<file path="config.mk">
export PLATFORM = sky130hd
export DESIGN_NAME = tlptw_seq
export DESIGN_NICKNAME = d
export VERILOG_FILES = /design/src/design/tlptw_pkg.sv /design/src/design/tlptw_seq.sv
export SDC_FILE = /design/constraint.sdc
export NUM_CORES = 1
export LEC_CHECK = 0
export ABC_AREA = 1
export BUFFER_PORTS_ARGS = -buffer_cell sky130_fd_sc_hd__buf_2
export CAP_MARGIN = 15
export CORE_AREA = 2 2 111 113
export CTS_BUF_LIST = sky130_fd_sc_hd__clkbuf_16
export CTS_CLUSTER_DIAMETER = 60
export DETAILED_ROUTE_END_ITERATION = 6
export DIE_AREA = 0 0 113 115
export GPL_TIMING_DRIVEN = 0
export PLACE_DENSITY = 0.79
export SLEW_MARGIN = 25
export SYNTH_ARGS = -nofsm -noshare
export SYNTH_HDL_FRONTEND = slang
export SYNTH_SLANG_ARGS = --single-unit
</file>
<file path="constraint.sdc">
create_clock -name clock -period 5.6 [get_ports clock]
set_clock_uncertainty 0.2 [all_clocks]
set_input_delay 1.4 -clock clock [delete_from_list [all_inputs] [get_ports clock]]
set_output_delay 1.4 -clock clock [all_outputs]
set_load 0.02 [all_outputs]
</file>
<file path="src/design/tlptw_pkg.sv">
// shared types and constants of the three-level page table walker
package tlptw_pkg;

   // field widths fixed by the channel layout
   localparam int unsigned ENTRY_BITS     = 64;
   localparam int unsigned ADDR_BITS      = 64;
   localparam int unsigned INDEX_BITS     = 10;
   localparam int unsigned WORD_IDX_BITS  = 16;
   localparam int unsigned NEED_BITS      = 3;
   localparam int unsigned REQ_TDATA_BITS = 152;
   localparam int unsigned RSP_TDATA_BITS = 72;

   // request command codes carried on tuser
   localparam logic CMD_WRITE     = 1'b0;
   localparam logic CMD_TRANSLATE = 1'b1;

   // page table entry bit positions
   localparam int unsigned E_VALID  = 0;
   localparam int unsigned E_FOR    = 1;
   localparam int unsigned E_FOE    = 3;
   localparam int unsigned E_KREAD  = 8;
   localparam int unsigned E_URED   = 9;
   localparam int unsigned E_KWRITE = 12;
   localparam int unsigned E_UWRITE = 13;
   localparam int unsigned E_FRAME  = 32;

   // translation status codes
   typedef enum logic [2:0] {
      ST_OK  = 3'd0,
      ST_ACV = 3'd1,
      ST_TNV = 3'd2,
      ST_FOE = 3'd3,
      ST_FOW = 3'd4,
      ST_FOR = 3'd5
   } status_type;

   // which table level the shared address unit indexes
   typedef enum logic [1:0] {
      LVL_1 = 2'd0,
      LVL_2 = 2'd1,
      LVL_3 = 2'd2
   } level_type;

   // which check the shared unit applies this cycle
   typedef enum logic [1:0] {
      STEP_PRE   = 2'd0,
      STEP_UPPER = 2'd1,
      STEP_FINAL = 2'd2
   } step_type;

   // walk sequencer states
   typedef enum logic [4:0] {
      S_IDLE  = 5'b00001,
      S_START = 5'b00010,
      S_L1    = 5'b00100,
      S_L2    = 5'b01000,
      S_L3    = 5'b10000
   } state_type;

   // outcome of one check step
   typedef struct packed {
      logic                  done;
      status_type            status;
      logic [ADDR_BITS-1:0]  phys;
      logic [NEED_BITS-1:0]  rights;
   } result_type;

endpackage

</file>
<file path="src/design/tlptw_seq.sv">
// walk sequencer: request registers, step control and result register
module tlptw_seq (
   input  logic                                 clock,
   input  logic                                 reset,
   input  logic                                 start,
   input  logic [tlptw_pkg::ADDR_BITS-1:0]      req_va,
   input  logic                                 req_privilege,
   input  logic [tlptw_pkg::NEED_BITS-1:0]      req_need,
   output logic                                 idle,
   output tlptw_pkg::level_type                 level,
   output tlptw_pkg::step_type                  step,
   output logic [tlptw_pkg::ADDR_BITS-1:0]      va,
   output logic                                 privilege,
   output logic [tlptw_pkg::NEED_BITS-1:0]      access_need,
   output logic                                 rd_en,
   input  tlptw_pkg::result_type                check,
   output logic                                 rsp_valid,
   input  logic                                 rsp_ready,
   output tlptw_pkg::result_type                rsp_result
);
   import tlptw_pkg::*;

   state_type            state_ff, state_in;
   logic [ADDR_BITS-1:0] va_ff;
   logic                 priv_ff;
   logic [NEED_BITS-1:0] need_ff;
   logic                 rsp_valid_ff, rsp_valid_in;
   result_type           result_ff;
   logic                 out_free;
   logic                 load;

   assign out_free = !rsp_valid_ff || rsp_ready;

   // step control
   always_comb begin
      state_in = state_ff;
      level    = LVL_1;
      step     = STEP_PRE;
      rd_en    = 1'b0;
      load     = 1'b0;
      unique case (state_ff)
         S_IDLE: begin
            if (start) begin
               state_in = S_START;
            end
         end
         S_START: begin
            level = LVL_1;
            step  = STEP_PRE;
            if (check.done) begin
               if (out_free) begin
                  load     = 1'b1;
                  state_in = S_IDLE;
               end
            end else begin
               rd_en    = 1'b1;
               state_in = S_L1;
            end
         end
         S_L1: begin
            level = LVL_2;
            step  = STEP_UPPER;
            if (check.done) begin
               if (out_free) begin
                  load     = 1'b1;
                  state_in = S_IDLE;
               end
            end else begin
               rd_en    = 1'b1;
               state_in = S_L2;
            end
         end
         S_L2: begin
            level = LVL_3;
            step  = STEP_UPPER;
            if (check.done) begin
               if (out_free) begin
                  load     = 1'b1;
                  state_in = S_IDLE;
               end
            end else begin
               rd_en    = 1'b1;
               state_in = S_L3;
            end
         end
         S_L3: begin
            level = LVL_3;
            step  = STEP_FINAL;
            if (out_free) begin
               load     = 1'b1;
               state_in = S_IDLE;
            end
         end
         default: begin
            state_in = S_IDLE;
         end
      endcase
   end

   // result valid: set on load, cleared when taken
   always_comb begin
      if (load) begin
         rsp_valid_in = 1'b1;
      end else if (rsp_ready) begin
         rsp_valid_in = 1'b0;
      end else begin
         rsp_valid_in = rsp_valid_ff;
      end
   end

   // control state
   always_ff @(posedge clock) begin
      if (reset) begin
         state_ff     <= S_IDLE;
         rsp_valid_ff <= 1'b0;
      end else begin
         state_ff     <= state_in;
         rsp_valid_ff <= rsp_valid_in;
      end
   end

   // request and result payload
   always_ff @(posedge clock) begin
      if (start && (state_ff == S_IDLE)) begin
         va_ff   <= req_va;
         priv_ff <= req_privilege;
         need_ff <= req_need;
      end
      if (load) begin
         result_ff <= check;
      end
   end

   assign idle        = (state_ff == S_IDLE);
   assign va          = va_ff;
   assign privilege   = priv_ff;
   assign access_need = need_ff;
   assign rsp_valid   = rsp_valid_ff;
   assign rsp_result  = result_ff;

endmodule

</file>
== Yosys cells after proc, flatten, opt, wreduce, memory -nomap -nowiden ==
Index checks and enable logic that the tools add are counted.

* Flip-flop bits (word level): 145
* Input port bits: 143
* Output and inout port bits: 146
* Logic and storage cells: 37

* Equality and inequality tests: 6
* Mux-type cells: 15
* Reductions and logical operators: 7

{| class="wikitable"
|+ Operators with widths
! cell !! count
|-
| $mux 5 || 5
|-
| $pmux 5 s5 || 1
|-
| $pmux 2 s2 || 2
|-
| $mux 1 || 6
|-
| $eq 5x1->1 const B || 1
|-
| $eq 5x2->1 const B || 1
|-
| $eq 5x3->1 const B || 1
|-
| $eq 5x4->1 const B || 1
|-
| $eq 5x5->1 const B || 1
|-
| $reduce_or 2->1 || 2
|-
| $reduce_or 3->1 || 1
|-
| $ne 2x2->1 const B || 1
|-
| $pmux 1 s2 || 1
|-
| $reduce_bool 2->1 || 1
|-
| $logic_and 1x1->1 || 1
|-
| $logic_not 1->1 || 1
|-
| $logic_or 1x1->1 || 1
|}

== Logic depth before layout (Yosys ltp) ==
* Word-level depth: 6
* Mapped depth: 8
* Gate-level depth less buffers: 8

== Worst setup path after synthesis ==
OpenSTA, ideal clock, no wires.

* Path kind: input-to-reg
* Start: in start
* End: reg need_ff[0], in the netlist access_need[0], enable pin
* Setup time: 0.494 ns
* Arrival time: 4.289 ns
* Data required time: 4.906 ns
* Slack: 0.617 ns
* Stages on the path: 2
* Buffers on the path: 0
* Cells stage by stage: inv_1 -> nor2_1

* Longest elaborated chain between the ends: 1

{| class="wikitable"
|+ Ends and longest elaborated chain
! item !! RTL line !! source
|-
| start: declaration || tlptw_seq.sv:5 || <nowiki>input logic start,</nowiki>
|-
| $logic_and 1x1->1 || tlptw_seq.sv:124 || <nowiki>if (start && (state_ff == S_IDLE)) begin</nowiki>
|-
| end signal: assignment || tlptw_seq.sv:127 || <nowiki>need_ff <= req_need;</nowiki>
|-
| end: declaration || tlptw_seq.sv:26 || <nowiki>logic [NEED_BITS-1:0] need_ff;</nowiki>
|}

No other way between the ends.
A chain may end at the register's enable or synchronous reset.

== Worst setup path after layout ==
* Start: in check[70] in the netlist's numbering
* End: out rd_en

* Longest elaborated chain between the ends: 2

{| class="wikitable"
|+ Ends and longest elaborated chain
! item !! RTL line !! source
|-
| start: declaration || tlptw_seq.sv:16 || <nowiki>input tlptw_pkg::result_type check,</nowiki>
|-
| $mux 1 || tlptw_seq.sv:50, tlptw_seq.sv:63, tlptw_seq.sv:76 ||
|-
| $mux 1 || -- ||
|-
| end: declaration || tlptw_seq.sv:15 || <nowiki>output logic rd_en,</nowiki>
|}

No other way between the ends.

==> metrics.txt <==
Overflow after GRT=0; Core Area=11,800 um2; vias in the first global route=3,089; Site Rows=40; Mapped Area=4590 um2; GPL Wtd Cong=0.745; WL/cell=15.9 um; Setup Fix Bufs, Post-CTS=0; crit-path cells=buf_2, nor2_1, buf_2; violations in the final reports=design-rule violations; Root Driver=clkbuf_16; n_diodes=0; outcome=finished with violations; Fin Setup TNS=0 ns; sequential area share after synthesis=93.6%; Req. time, crit path=4.00 ns; leading area contributor after synthesis=edfxtp_1; Area Growth Syn to Fin=48.1%; port buffer count=288; Bufs and invs on worst path=2; Die Span X=113 um; sw power=596 uW; Max Slew Vio Count=0; Comb pwr share=11.6%; Simple-Gate Fraction of Synth Area=4.20%; VDD IR-drop max=0.228 mV; FF-to-FF setup slack=3.41 ns; CTS tree=built; Reg2Reg Depth=5; RSZ-0062 raised after global routing=no; critical path launch point type=input pin; most used cell, CP=buf_2; worst setup margin=2.16 ns; Total GRT Usage=16.4%; vias=2,996; LEAKAGE=0.00295 uW; measured slew at the worst slew-check pin=0.519 ns; via density per instance=4.47; Post-Synth Adder-Cell Area=0%; DP Wirelength=8.35 mm; WL final=10.7 mm; crit path capture type=output port; Worst setup endpoint=rd_en; Mapped Cells=203; largest family of logic cells by synthesized area=simple AND/OR/NAND/NOR gates; final net count=656; reg2reg end=va[59]; initial antenna violation count=0; pre-CTS setup slack=2.13 ns; Pwr Total=2580 uW; final hold violations=0; clock network fraction of total power=37.6%; worst setup path class=input pin to output port; Clk pin slew, worst setup/hold paths=0.05 ns; die area=13,000 um2; internal power=1980 uW; Synth Area in XOR/XNOR=0%; Worst Path Arrival=1.84 ns; max_cap viols=0; final setup fails=0; Hold Slack=0.349 ns; Critical Path Fanout Max=7; worst hold path type=flop to flop; Skew-Pair Late Insertion Delay=0.41 ns; Avg Cell Area, Syn=22.6 um2; r2r startpoint=state_ff[2]; Iteration-0 DRC Markers=234; cell family with most CP delay=buffers and inverters; post-synth top area share=91.0%; count of different cell masters after synthesis=16; die height=115 um; H-tree lvl count=4; Post-Syn Nets=346; Synth Area in Compound Gates=0.600%; mux cell area share after synthesis=0%; Final Non-Filler Cells=670; total of warnings raised by yosys=0; ranking of synthesized cells by area=edfxtp_1 91%, dfxtp_1 2.6%, nand3_2 1.5%, inv_1 1.3%, nor2_1 0.82%; drt first pass iters=7; top-level I/O count=289; Post-CTS Hold Fix Bufs=0; CP Launch Point=check[70]; count of clock tree sinks=145; DRC viols=19; Max-slew headroom=65.3%; global-route wire length before repair=15.6 mm; largest net degree at the start of global routing=44; Max stage delay on crit path=0.18 ns; cell count after placement=641; Resize count post-CTS=0; Tmin final=3.44 ns; Final ANT Viol Nets=0; Fmax=290 MHz; switching fraction of total power=23.2%; #FFs+latches synth=145; Worst path depth=3; layout cells sized above 1=62.9%; CTS Buffer Depth=2; Initial Utilization=38.8%; slowest CP cell=buf_2; Power Density=379 nW/um2; final period utilization=61.5%; Seq pwr share=50.8%; TritonCTS buffer count=17; Filler Cells Inserted=926
cells in the final DEF, fill, tap and decap left out, drive strengths merged:
cell type,instances
dfxtp,6
edfxtp,139
clkbuf,17
nor2,13
bufinv,1
a22oi,1
clkinv,10
nand4,2
o21ai,1
clkinvlp,1
nand2,7
nand3,12
inv,19
buf,291
a21oi,3
flip-flops by register name, indices dropped and copies added, names as in the netlist:
register and cells:
rsp_result 71, va 64, privilege 1, state_ff 5, access_need 3, rsp_valid 1
cell usage after synthesis:
cell,number
inv_1,16
nand4_1,2
nand3_2,7
nand2_2,1
o21ai_1,1
nor2_2,3
nor2_1,10
clkinv_2,1
inv_2,1
a22oi_1,1
dfxtp_1,6
clkinv_1,1
nand2_1,6
a21oi_1,3
nand3_1,5
edfxtp_1,139
worst min path at each step:
stage / from / end / slack (ns) / cells after the start
2_1_floorplan: state_ff[3] / state_ff[3] / 0.30 / 2
4_1_cts: state_ff[3] / state_ff[3] / 0.34 / 2
5_1_grt: state_ff[3] / state_ff[3] / 0.37 / 2
6_report: state_ff[3] / state_ff[3] / 0.35 / 2
3_3_place_gp: state_ff[2] / state_ff[2] / 0.32 / 2
3_5_place_dp: state_ff[3] / state_ff[3] / 0.34 / 2
tightest hold or removal path: cells and delay by family, from the launching register on:
family,cells,cell delay (ns)
compound gates,1,0.06
flops,1,0.34
simple gates,1,0.10
cell families after synthesis:
| logic type | count (synthesis) |
|---|---|
| flip-flops | 145 |
| AND/OR/NAND/NOR | 34 |
| buffers and inverters | 19 |
| AO/OA/AOI/OAI | 5 |
power groups by stage:
stage               Clock [uW]  Sequential, uW  Combinational (uW)
floorplan                    0            1430                55.7
global placement             0            1340                 276
detailed placement           0            1330                 305
CTS                        994            1310                 305
global route              1030            1310                 322
finish                     968            1310                 300
area by class of cell:
type / instances / area, um2 / area share (%)
Clock buffer: 17 / 425 / 6.26
Clock inverter: 12 / 80.1 / 1.18
Inverter: 19 / 75.1 / 1.10
Multi-Input combinational cell: 39 / 228 / 3.35
Sequential cell: 145 / 4290 / 63.2
Tap cell: 147 / 184 / 2.71
Timing Repair Buffer: 291 / 1510 / 22.2
through the flow:
step	utilization, %	instance area [um2]
after floorplan	-	4590
after global placement	52.6	6210
after detailed placement	53.3	6290
after CTS	57.5	6800
after global routing	57.5	6800
final	57.5	6800
metal layers:
metal | routed length (um) | global-route usage, %
met1 | 3550 | 16.6
met2 | 5580 | 28.6
met3 | 1380 | 8.01
met4 | 178 | 7.64
met5 | 0 | 0
(Power assumes the default switching activity.)
