## src/design/tlptw_pkg.sv

```systemverilog
// shared types and constants of the three-level page table walker
package tlptw_pkg;

   // field widths fixed by the channel layout
   localparam int unsigned ENTRY_BITS     = 64;
   localparam int unsigned ADDR_BITS      = 64;
   localparam int unsigned INDEX_BITS     = 10;
   localparam int unsigned WORD_IDX_BITS  = 16;
   localparam int unsigned NEED_BITS      = 3;
   localparam int unsigned REQ_TDATA_BITS = 152;
   localparam int unsigned RSP_TDATA_BITS = 72;

   // request command codes carried on tuser
   localparam logic CMD_WRITE     = 1'b0;
   localparam logic CMD_TRANSLATE = 1'b1;

   // page table entry bit positions
   localparam int unsigned E_VALID  = 0;
   localparam int unsigned E_FOR    = 1;
   localparam int unsigned E_FOE    = 3;
   localparam int unsigned E_KREAD  = 8;
   localparam int unsigned E_URED   = 9;
   localparam int unsigned E_KWRITE = 12;
   localparam int unsigned E_UWRITE = 13;
   localparam int unsigned E_FRAME  = 32;

   // translation status codes
   typedef enum logic [2:0] {
      ST_OK  = 3'd0,
      ST_ACV = 3'd1,
      ST_TNV = 3'd2,
      ST_FOE = 3'd3,
      ST_FOW = 3'd4,
      ST_FOR = 3'd5
   } status_type;

   // which table level the shared address unit indexes
   typedef enum logic [1:0] {
      LVL_1 = 2'd0,
      LVL_2 = 2'd1,
      LVL_3 = 2'd2
   } level_type;

   // which check the shared unit applies this cycle
   typedef enum logic [1:0] {
      STEP_PRE   = 2'd0,
      STEP_UPPER = 2'd1,
      STEP_FINAL = 2'd2
   } step_type;

   // walk sequencer states
   typedef enum logic [4:0] {
      S_IDLE  = 5'b00001,
      S_START = 5'b00010,
      S_L1    = 5'b00100,
      S_L2    = 5'b01000,
      S_L3    = 5'b10000
   } state_type;

   // outcome of one check step
   typedef struct packed {
      logic                  done;
      status_type            status;
      logic [ADDR_BITS-1:0]  phys;
      logic [NEED_BITS-1:0]  rights;
   } result_type;

endpackage

```

## src/design/tlptw_walk_unit.sv

```systemverilog
// shared walk unit: table address adder and entry check for every step
module tlptw_walk_unit #(
   parameter int unsigned PAGE_SHIFT    = 13,
   parameter int unsigned VIRT_BITS     = 43,
   parameter int unsigned MEM_ADDR_BITS = 16
) (
   input  tlptw_pkg::level_type                 level,
   input  tlptw_pkg::step_type                  step,
   input  logic [tlptw_pkg::ADDR_BITS-1:0]      va,
   input  logic                                 privilege,
   input  logic [tlptw_pkg::NEED_BITS-1:0]      access_need,
   input  logic [tlptw_pkg::ADDR_BITS-1:0]      table_base,
   input  logic [tlptw_pkg::ENTRY_BITS-1:0]     entry,
   output logic [MEM_ADDR_BITS-1:0]             rd_addr,
   output tlptw_pkg::result_type                check
);
   import tlptw_pkg::*;

   logic [ADDR_BITS-1:0]  frame_base;
   logic [ADDR_BITS-1:0]  base;
   logic [INDEX_BITS-1:0] idx;
   logic [ADDR_BITS-1:0]  byte_addr;
   logic                  sign_ok;
   logic                  superpage;
   logic                  may_read;
   logic                  may_write;
   logic [NEED_BITS-1:0]  prot;
   logic [NEED_BITS-1:0]  prot_left;
   result_type            pre_res;
   result_type            upper_res;
   result_type            final_res;

   // next table or page base from the entry frame number
   assign frame_base = ADDR_BITS'(entry[ENTRY_BITS-1:E_FRAME]) << PAGE_SHIFT;
   assign base       = (level == LVL_1) ? table_base : frame_base;

   // ten index bits per level above the page offset
   always_comb begin
      unique case (level)
         LVL_1:   idx = va[PAGE_SHIFT+2*INDEX_BITS +: INDEX_BITS];
         LVL_2:   idx = va[PAGE_SHIFT+INDEX_BITS +: INDEX_BITS];
         default: idx = va[PAGE_SHIFT +: INDEX_BITS];
      endcase
   end

   // entry byte address, word select wraps to the memory size
   assign byte_addr = base + {{(ADDR_BITS-INDEX_BITS-3){1'b0}}, idx, 3'b000};
   assign rd_addr   = byte_addr[MEM_ADDR_BITS+2:3];

   // sign extension and kernel superpage decode
   assign sign_ok   = (va[ADDR_BITS-1:VIRT_BITS] == {(ADDR_BITS-VIRT_BITS){va[ADDR_BITS-1]}});
   assign superpage = va[ADDR_BITS-1] && (va[42:41] == 2'b10);

   always_comb begin
      pre_res = '{done: 1'b0, status: ST_OK, phys: '0, rights: '0};
      if (!sign_ok) begin
         pre_res.done   = 1'b1;
         pre_res.status = ST_ACV;
      end else if (superpage) begin
         pre_res.done = 1'b1;
         if (privilege) begin
            pre_res.status = ST_ACV;
         end else begin
            pre_res.phys   = {20'd0, va[40], 3'b000, va[39:0]};
            pre_res.rights = 3'b111;
         end
      end
   end

   // first and second level entries need valid and kernel read
   always_comb begin
      upper_res = '{done: 1'b0, status: ST_OK, phys: '0, rights: '0};
      if (!entry[E_VALID]) begin
         upper_res.done   = 1'b1;
         upper_res.status = ST_TNV;
      end else if (!entry[E_KREAD]) begin
         upper_res.done   = 1'b1;
         upper_res.status = ST_ACV;
      end
   end

   // third level permission check
   assign may_read  = privilege ? entry[E_URED] : entry[E_KREAD];
   assign may_write = privilege ? entry[E_UWRITE] : entry[E_KWRITE];
   assign prot      = {may_read, may_write, may_read};
   assign prot_left = prot & ~entry[E_FOE:E_FOR];

   always_comb begin
      final_res = '{done: 1'b1, status: ST_OK, phys: frame_base, rights: '0};
      priority if (!entry[E_VALID]) begin
         final_res.status = ST_TNV;
      end else if ((access_need != '0) && ((prot & access_need) == '0)) begin
         final_res.status = ST_ACV;
         final_res.rights = prot;
      end else begin
         final_res.rights = prot_left;
         if ((prot_left & access_need) == '0) begin
            priority if (access_need[2]) begin
               final_res.status = ST_FOE;
            end else if (access_need[1]) begin
               final_res.status = ST_FOW;
            end else if (access_need[0]) begin
               final_res.status = ST_FOR;
            end else begin
               final_res.status = ST_OK;
            end
         end
      end
   end

   // pick the check of the current step
   always_comb begin
      unique case (step)
         STEP_PRE:   check = pre_res;
         STEP_UPPER: check = upper_res;
         default:    check = final_res;
      endcase
   end

endmodule

```

## config.mk

```make
export PLATFORM = sky130hd
export DESIGN_NAME = tlptw_walk_unit
export DESIGN_NICKNAME = d
export VERILOG_FILES = /design/src/design/tlptw_pkg.sv /design/src/design/tlptw_walk_unit.sv
export SDC_FILE = /design/constraint.sdc
export NUM_CORES = 1
export LEC_CHECK = 0
export ABC_AREA = 0
export BUFFER_PORTS_ARGS = -buffer_cell sky130_fd_sc_hd__buf_2
export CAP_MARGIN = 20
export CELL_PAD_IN_SITES_DETAIL_PLACEMENT = 1
export CELL_PAD_IN_SITES_GLOBAL_PLACEMENT = 1
export CORE_AREA = 2 2 110 112
export DETAILED_ROUTE_END_ITERATION = 10
export DIE_AREA = 0 0 112 114
export GPL_ROUTABILITY_DRIVEN = 0
export PLACE_DENSITY = 0.79
export SYNTH_ARGS = -nofsm -noshare
export SYNTH_HDL_FRONTEND = slang
export SYNTH_SLANG_ARGS = --single-unit
```

## constraint.sdc

```tcl
create_clock -name vclk -period 4.1
set_clock_uncertainty 0.1 [all_clocks]
set_input_delay 0.615 -clock vclk [all_inputs]
set_output_delay 0.615 -clock vclk [all_outputs]
set_load 0.05 [all_outputs]
```

## Word-level counts from Yosys, hierarchy flattened

Index checks and enable logic that the tools add are counted.

| storage, ports and cells | value |
|---|---|
| bits in registers | 0 |
| latch bits | 0 |
| RAM bits | 0 |
| bits in read-only memories | 0 |
| output and inout port bits | 87 |
| logic and storage cells | 36 |
| memories | 0 |

| cells by class | value |
|---|---|
| $add $sub $neg | 1 |
| multipliers | 0 |
| divide/modulo/power cells | 0 |
| $lt $le $gt $ge | 0 |
| eq/ne operators | 4 |
| shift-type cells | 0 |
| mux-type cells | 20 |
| bitwise gates (word level) | 4 |
| reductions and logical operators | 7 |

Operators by type and width:

| kind | number |
|---|---|
| $pmux W71 S2 | 1 |
| $mux W71 | 1 |
| $mux W67 | 1 |
| $mux W47 | 1 |
| $mux W3 | 8 |
| $eq A20 B20 Y1 | 1 |
| $pmux W10 S2 | 1 |
| $add A19 B13 Y19 | 1 |
| $mux W19 | 1 |
| $mux W4 | 3 |
| $and A3 B3 Y3 | 3 |
| $logic_not A3 Y1 | 2 |
| $eq A2 B1 Y1 const B | 2 |
| $logic_not A2 Y1 | 2 |
| $mux W1 | 3 |
| $not A3 Y3 | 1 |
| $reduce_bool A3 Y1 | 1 |
| $eq A2 B2 Y1 const B | 1 |
| $logic_and A1 B1 Y1 | 2 |

## Longest topological paths before layout

Gate-level depths: netlist of the first run.

| logic depth | value |
|---|---|
| word-level depth | 8 |
| gate-level depth with buffers | 10 |

## Worst setup path before layout of the first run

No wires, ideal clock.

| timing | value |
|---|---|
| path type | input to output |
| start point | input port level[0] |
| end point | output port rd_addr[12] |
| data arrival time | 3771 ps |
| data required time | 3385 ps |
| setup slack | -386 ps |
| cell stages on the path | 10 |
| cell sequence | buf_1 -> mux2i_1 -> o21ai_0 -> ha_1 -> fa_1 -> a21oi_1 -> o22ai_1 -> o41ai_1 -> nor3_1 -> xnor2_1 |

| on the way | value |
|---|---|
| longest elaborated chain between the ends | 3 |
| elaborated cells on any way between the ends | 5 |
| those cells by class | 1 x add/sub; 1 x eq/ne; 2 x mux; 1 x reduce/logical |

RTL lines:

| element | RTL line | RTL |
|---|---|---|
| start: declaration | tlptw_walk_unit.sv:7 | `input tlptw_pkg::level_type level,` |
| $eq A2 B1 Y1 or $logic_not A2 Y1 (tied branches) | tlptw_walk_unit.sv:39, tlptw_walk_unit.sv:35 |  |
| $pmux W10 S2 or $mux W19 (tied branches) | tlptw_walk_unit.sv:39, tlptw_walk_unit.sv:35 |  |
| $add A19 B13 Y19 * | tlptw_walk_unit.sv:47 | `assign byte_addr = base + {{(ADDR_BITS-INDEX_BITS-3){1'b0}}, idx, 3'b000};` |
| end: declaration | tlptw_walk_unit.sv:14 | `output logic [MEM_ADDR_BITS-1:0] rd_addr,` |

Every way passes the cells marked *; elsewhere a longest branch is shown, timed or not.

## Worst setup path after layout of the first run

| timing | value |
|---|---|
| start point | input port level[0] |
| end point | output port rd_addr[15] |

Same word-level chain as after synthesis.

==> results of run 1 <==
[report_power, final]
group / switching, uW / total, uW / internal [uW] / leakage [uW]
combinational: 330 / 471 / 141 / 0.00163
sequential: 0 / 0 / 0 / 0
clock: 0 / 0.0000326 / 0.0000326 / 0.00000000634
total: 330 / 471 / 141 / 0.00163
[cells by family (layout without fill, tap and decap cells)]
logic type,Yosys count,after routing,share of synthesized area (%)
compound gates,82,82,32.4
fa+ha+maj,11,11,8.01
other cells,1,20,0.207
simple gates,92,92,27.1
xor+xnor,14,14,6.76
buf+inv,40,211,13.9
mux,21,21,11.7
[critical path: stages]
cell and delay, ps:
buf_2 240, buf_4 230, mux2i_1 220, o21ai_0 110
ha_1 430, o21ai_0 140, a21oi_1 190, o211ai_1 180
a211oi_1 360, xnor2_1 160, buf_2 280
[timing repair]
action / in CTS / in global routing
resized for setup: 0 / 3
endpoints found under the hold margin: 0 / 0
setup buffers: 0 / 1
setup endpoints to repair: 0 / 4
[layer usage]
metal	track usage, %	vias up
li1	-	1307
met5	0	-
met4	3.09	0
met1	16.5	1269
met2	24.2	145
met3	2.18	14
[how the worst max path moves through the flow]
stage | depth (start not counted) | slack (ps) | endpoint | startpoint
2_1_floorplan | 9 | 170 | rd_addr[13] | level[1]
6_report | 11 | 220 | rd_addr[15] | level[0]
3_5_place_dp | 11 | 140 | rd_addr[10] | level[0]
5_1_grt | 11 | -2 | rd_addr[13] | level[0]
3_3_place_gp | 11 | 130 | rd_addr[10] | level[0]
4_1_cts | 11 | 120 | rd_addr[10] | level[0]
[per-stage QoR]
step | std cells | util, % | power (uW) | instance area, sq um | hold slack [ps]
after floorplan | 279 | - | 334 | 1910 | 1320
after global placement | 596 | 24.8 | 460 | 2900 | 1540
after detailed placement | 596 | 24.8 | 471 | 2900 | 1540
after CTS | 596 | 24.8 | 472 | 2900 | 1540
after global routing | 597 | 24.9 | 502 | 2920 | 1570
final | 598 | 25.0 | 471 | 2920 | 1540
[placed cells by master, fill, tap and decap left out, drive strengths merged, types with 2 or more instances in the layout]
cell    netlist  layout
nand4         2       2
o211ai        3       3
mux2          2       2
buf          24     203
a21o          2       2
a211oi        2       2
nand2        22      22
mux2i        19      19
and3          2       2
o21bai        3       3
xor2          5       5
nor2         11      11
nor3          7       7
or3           2       2
and2         27      27
nor3b         2       2
ha           10      10
nand3         9       9
o21ai        17      17
or2           2       2
a22o         28      28
conb          1      19
o31ai         2       2
nor4          3       3
a31oi         4       4
a21oi        12      12
o41ai         2       2
inv           7       7
xnor2         9       9
[layout make-up]
class                      count  share of cell area, %
multi-input combinational    239                   57.0
timing repair buffer         204                   35.7
tap                          147                   6.29
inverter                       7                  0.899
antenna                        1                 0.0856
==> summary by stage, run 1 <==
Layout
The area used by multi-input combinational logic is 1670 sq um. Across the whole layout, storage elements account for 0 sq um. In the finished design the tool counted flip-flops and latches totalling 0. The number of nets at the end of the flow is 663. The final-layout clock buffer total is 0. The synthesis-to-layout area growth is 61.3%.

The post-route netlist has 48.7% of its cells at a drive strength greater than 1. The count of fill cells added during filler insertion is 1525.

Die
The area of the core region is 11700 sq um. For this configuration, the core starts out at a cell density of 15.5%. The die outline width is 112 um. After floorplanning, the core was divided into 40 placement rows. Measured along the y axis, the die boundary spans 114 um. For this design the top-level I/O count stands at 287. The floorplan step defined a die boundary enclosing 12800 sq um.

Synth
After synthesis the cells add up to 1810 sq um. Among all cell types in the netlist, the one instantiated most often is and2_1. Summing the sequential cell areas from Yosys gives 0% of the chip area. The proportion of netlist area held by the largest area contributor is 12.1%.

The largest area contributor in the netlist is a22o_1. The number of instances in the synthesized netlist is 261. A synthesized cell averages 6.95 sq um. After synthesis, the cell types taking the most area are a22o_1 (12%), mux2i_1 (10%), and2_1 (9.3%). The Yosys step of the flow raised 0 warnings. The distinct cell type count of the synthesized netlist is 46.

The commonest cells after synthesis are and2_1 (27), a22o_1 (25), nand2_1 (22).

Routing
The detailed router finished its first iteration with 99 violations. The aggregate routed wire length is 9310 um. Detailed routing inserted a total of 2735 vias. Wire segments on met2 add up to 4540 um in the final route.

The wire length per cell after detailed routing is 15.6 um. The total length of routed met3 wires is 871 um. In the routed design, unresolved DRC markers number 0. The detailed router used layers up to and including met4. The pre-antenna-repair detailed-routing pass consisted of 4 iterations. Using the TritonRoute via totals, the vias-per-cell ratio works out to 4.57. In this run the remaining antenna-violating nets after routing total 0. In the final routing, the length of wire on met1 measures 3670 um.

Pwr
The ratio of total power to cell area is 161 nW/um^2. The leakage power summed over all cells is 0.00163 uW. The peak supply drop is 0.0000527 V.

Timing
Measured against its own limit, the worst slew margin works out to 51.2%. Setup repair after global routing could not meet its margin everywhere. After routing, the total negative slack on setup checks comes to 0 ps. The clock period could shrink to 3880 ps.

Setup violations remaining at the end of the flow were counted as 0. The worst setup margin is 220 ps. The total count of hold-check failures in the final report came to 0. The final clock period utilization by the worst path is 94.6%. Derived from the worst setup path, the maximum achievable clock frequency is 258 MHz.

At the pin with the least slew margin, the transition time is 733 ps. The final number of max-transition violations is 0.

Job
The number of maximum-capacitance violations is 0.

Setup path
In this run the worst path has a maximum fanout of 7. The critical path arrival is 3170 ps. The kind of capture point of the worst setup path is an output port. The type of element launching the critical path is an input pin. The worst setup path is of the in -> out kind.

For the worst setup path, the data required time is 3380 ps.

Global routing
The number of global-route vias before repair is 2829. The final global-route overflow total is 0. The number of antenna violations at the first check in global routing was 1. Global routing used 13.3% of the available tracks.

Entering global routing, the biggest net connects 41 pins. The first global-routing pass estimated 14200 um of wire.

Worst hold path
The critical hold path startpoint is va[2]. The worst hold path stage count is 3. The worst hold path class is in -> out. The path with the worst hold slack has its endpoint at check[5].

Placement
The number of port buffers is 196. The pre-CTS setup slack is 144 ps. The detailed-placement wirelength estimate is 8310 um.

Outcome
The flow ran to the end, and the final reports show no timing, DRC or antenna violations.

CTS
For this design, the CTS-stage hold fixing added 0 buffers.
Power figures use the tool's default switching activity.
==> run 2, diff against run 1 <==
--- a/config.mk
+++ b/config.mk
@@ -15,6 +15,7 @@
 export DIE_AREA = 0 0 112 114
 export GPL_ROUTABILITY_DRIVEN = 0
 export PLACE_DENSITY = 0.79
+export SLEW_MARGIN = 20
 export SYNTH_ARGS = -nofsm -noshare
 export SYNTH_HDL_FRONTEND = slang
 export SYNTH_SLANG_ARGS = --single-unit
==> constraint.sdc (replaced) <==
create_clock -name vclk -period 4.1
set_clock_uncertainty 0.1 [all_clocks]
set_input_delay 0.41 -clock vclk [all_inputs]
set_output_delay 0.41 -clock vclk [all_outputs]
set_load 0.05 [all_outputs]
==> summary by stage, run 2 (same netlist as run 1, synthesis figures left out) <==
Layout
Leaving out fill and tap cells, the most frequent cells in the layout are buf_2 (196), and2_1 (27), a22o_1 (25), nand2_1 (22). Summing all non-filler instances in the final layout gives an area of 2870 sq um. The layout has 0 clock buffers. The share of cells above drive strength 1 is 47.2%.

The area growth from synthesis to layout is 58.5%. The final core utilization is 24.5%. For this run, the post-layout net count is 662. The final antenna diode count is 0.

The count of fill cells added during filler insertion is 1532. The leading cell type in the layout, fill and taps excluded is buf_2. The area used by multi-input combinational logic is 1630 sq um. Summing all flip-flop and latch instances after layout gives 0 sq um. The design has 0 sequential cells.

Timing
The total negative setup slack is 0 ps. The final number of max-transition violations is 0. Setup repair after global routing left no endpoint under its margin. Static timing analysis puts the maximum clock frequency at 267 MHz.

The final clock period utilization by the worst path is 91.5%. The post-layout minimum cycle time is 3750 ps. The number of setup violations in the final report is 0. In this run the tightest slew margin relative to its limit is 49.0%. The total count of hold-check failures in the final report is 0. The worst setup margin is 350 ps. For the pin with the worst max-slew slack, the measured transition is 765 ps.

Global routing
The number of global-route vias before repair was 2809. Global routing used 13.4% of the available tracks. The pin count of the biggest net entering global routing is 41. The final global-route overflow total is 0. The first global-routing pass estimated 14200 um of wire. The number of antenna violations at the first check in global routing was 1.

Pwr
After layout, the design draws a total of 467 uW. Power spread over the standard cell area amounts to 163 nW/um^2. The leakage power summed over all cells is 0.00161 uW.

The peak supply drop is 0.0000495 V.

Setup path
The critical path is of the in -> out type. The type of element launching the critical path is an input pin. The kind of capture point of the worst setup path is an output port. The highest-delay cell along the critical path is fa_1. For this run, the slowest stage of the critical path takes 420 ps. The cell type with the highest occurrence count on the critical path is buf_2. The critical path goes through buf_2 > mux2i_1 > o21ai_0 > ha_1 > fa_1 > a21oi_1 > o22ai_1 > o41ai_1 > buf_4 > nor3_1 > xnor2_1 > buf_2. Along the worst path, the maximum fanout reaches 9.

At the worst endpoint, the required time is 3590 ps. STA puts the critical path data arrival time at 3240 ps.

Die
The die is 112 um wide. The site row count is 40. The die covers 12800 sq um. The floorplan step set the die height to 114 um.

The total area inside the core boundary comes to 11700 sq um. The starting density of the core is 15.5%. The number of top-level design ports is 287.

Worst hold path
The worst hold path belongs to the class in -> out. In this run the most critical hold path is launched from va[5]. The path with the worst hold slack has its endpoint at check[8]. The worst hold path stage count is 3.

Job
Max-cap violations in this run came to 0.

Routing
Wires add up to 9420 um. The detailed router placed 2728 vias in this run. Dividing the detail-routed wire length by the instance count gives 15.8 um.

The starting DRC count in detailed routing is 80. For this run, the detailed router's first-pass iteration total came to 4. The count of nets left with antenna violations once routing finished came out at 0. For this run, design rule violations remaining after detail routing come to 0. Using the TritonRoute via totals, the vias-per-cell ratio works out to 4.58.

CTS
The number of buffers added to fix hold violations after cts is 0. The post-cts repair resize count is 0. The number of buffers inserted to repair setup after CTS is 0.

Placement
The cell area after placement is 2870 sq um. The number of port buffers is 196. The detailed-placement wirelength estimate is 8340 um.

The pre-CTS setup slack is 380 ps.

Outcome
The flow ran to the end, and the final reports show no timing, DRC or antenna violations.
-- run 2: cell types whose count changed in the layout (fill, tap and decap cells not counted) --
cell,delta
a21oi_1,+1
a21oi_2,-1
buf_2,+1
buf_4,-1
clkbuf_4,-1
diode_2,-1
nor3_1,+1
nor3_2,-1
o41ai_1,+1
o41ai_2,-1
xnor2_1,+2
xnor2_2,-2
xor2_1,+1
xor2_2,-1
-- run 2: where the power goes --
group	switching, uW	internal (uW)
sequential	0	0
combinational	328	139
clock	0	0
total	328	139
-- run 2: final cells by class --
| class | instances | share of cell area, % |
|---|---|---|
| tap | 147 | 6.40 |
| timing repair buffer | 203 | 36.0 |
| inverter | 7 | 0.915 |
| multi-input combinational | 239 | 56.7 |
-- run 2: worst max path at each step --
stage,from,endpoint,slack [ps]
floorplan,level[0],rd_addr[12],20
global placement,level[0],rd_addr[12],380
detailed placement,level[0],rd_addr[12],380
CTS,level[0],rd_addr[12],360
global route,level[0],rd_addr[12],190
finish,level[0],rd_addr[12],350
-- run 2: worst max-delay path: cells and delay by family --
| kind | cells | cell delay, ps |
|---|---|---|
| AOI/OAI and AO/OA | 4 | 880 |
| and+or+nand+nor | 1 | 60 |
| buffers and inverters | 3 | 790 |
| adders and majority gates | 2 | 700 |
| muxes | 1 | 210 |
| xor gates and xnor gates | 1 | 180 |
-- run 2: routing by layer --
layer | vias up | track usage (%) | part of all wire (%)
met3 | 8 | 2.60 | 8.0
met2 | 136 | 25.1 | 49
li1 | 1310 | - | -
met4 | 2 | 2.20 | 1.7
met1 | 1272 | 16.3 | 41
met5 | - | 0 | 0.17
-- run 2: stage by stage --
stage / hold WS [ps] / instances
finish: 1130 / 596
detailed placement: 1130 / 596
floorplan: 912 / 279
global route: 1140 / 596
global placement: 1130 / 596
CTS: 1140 / 596
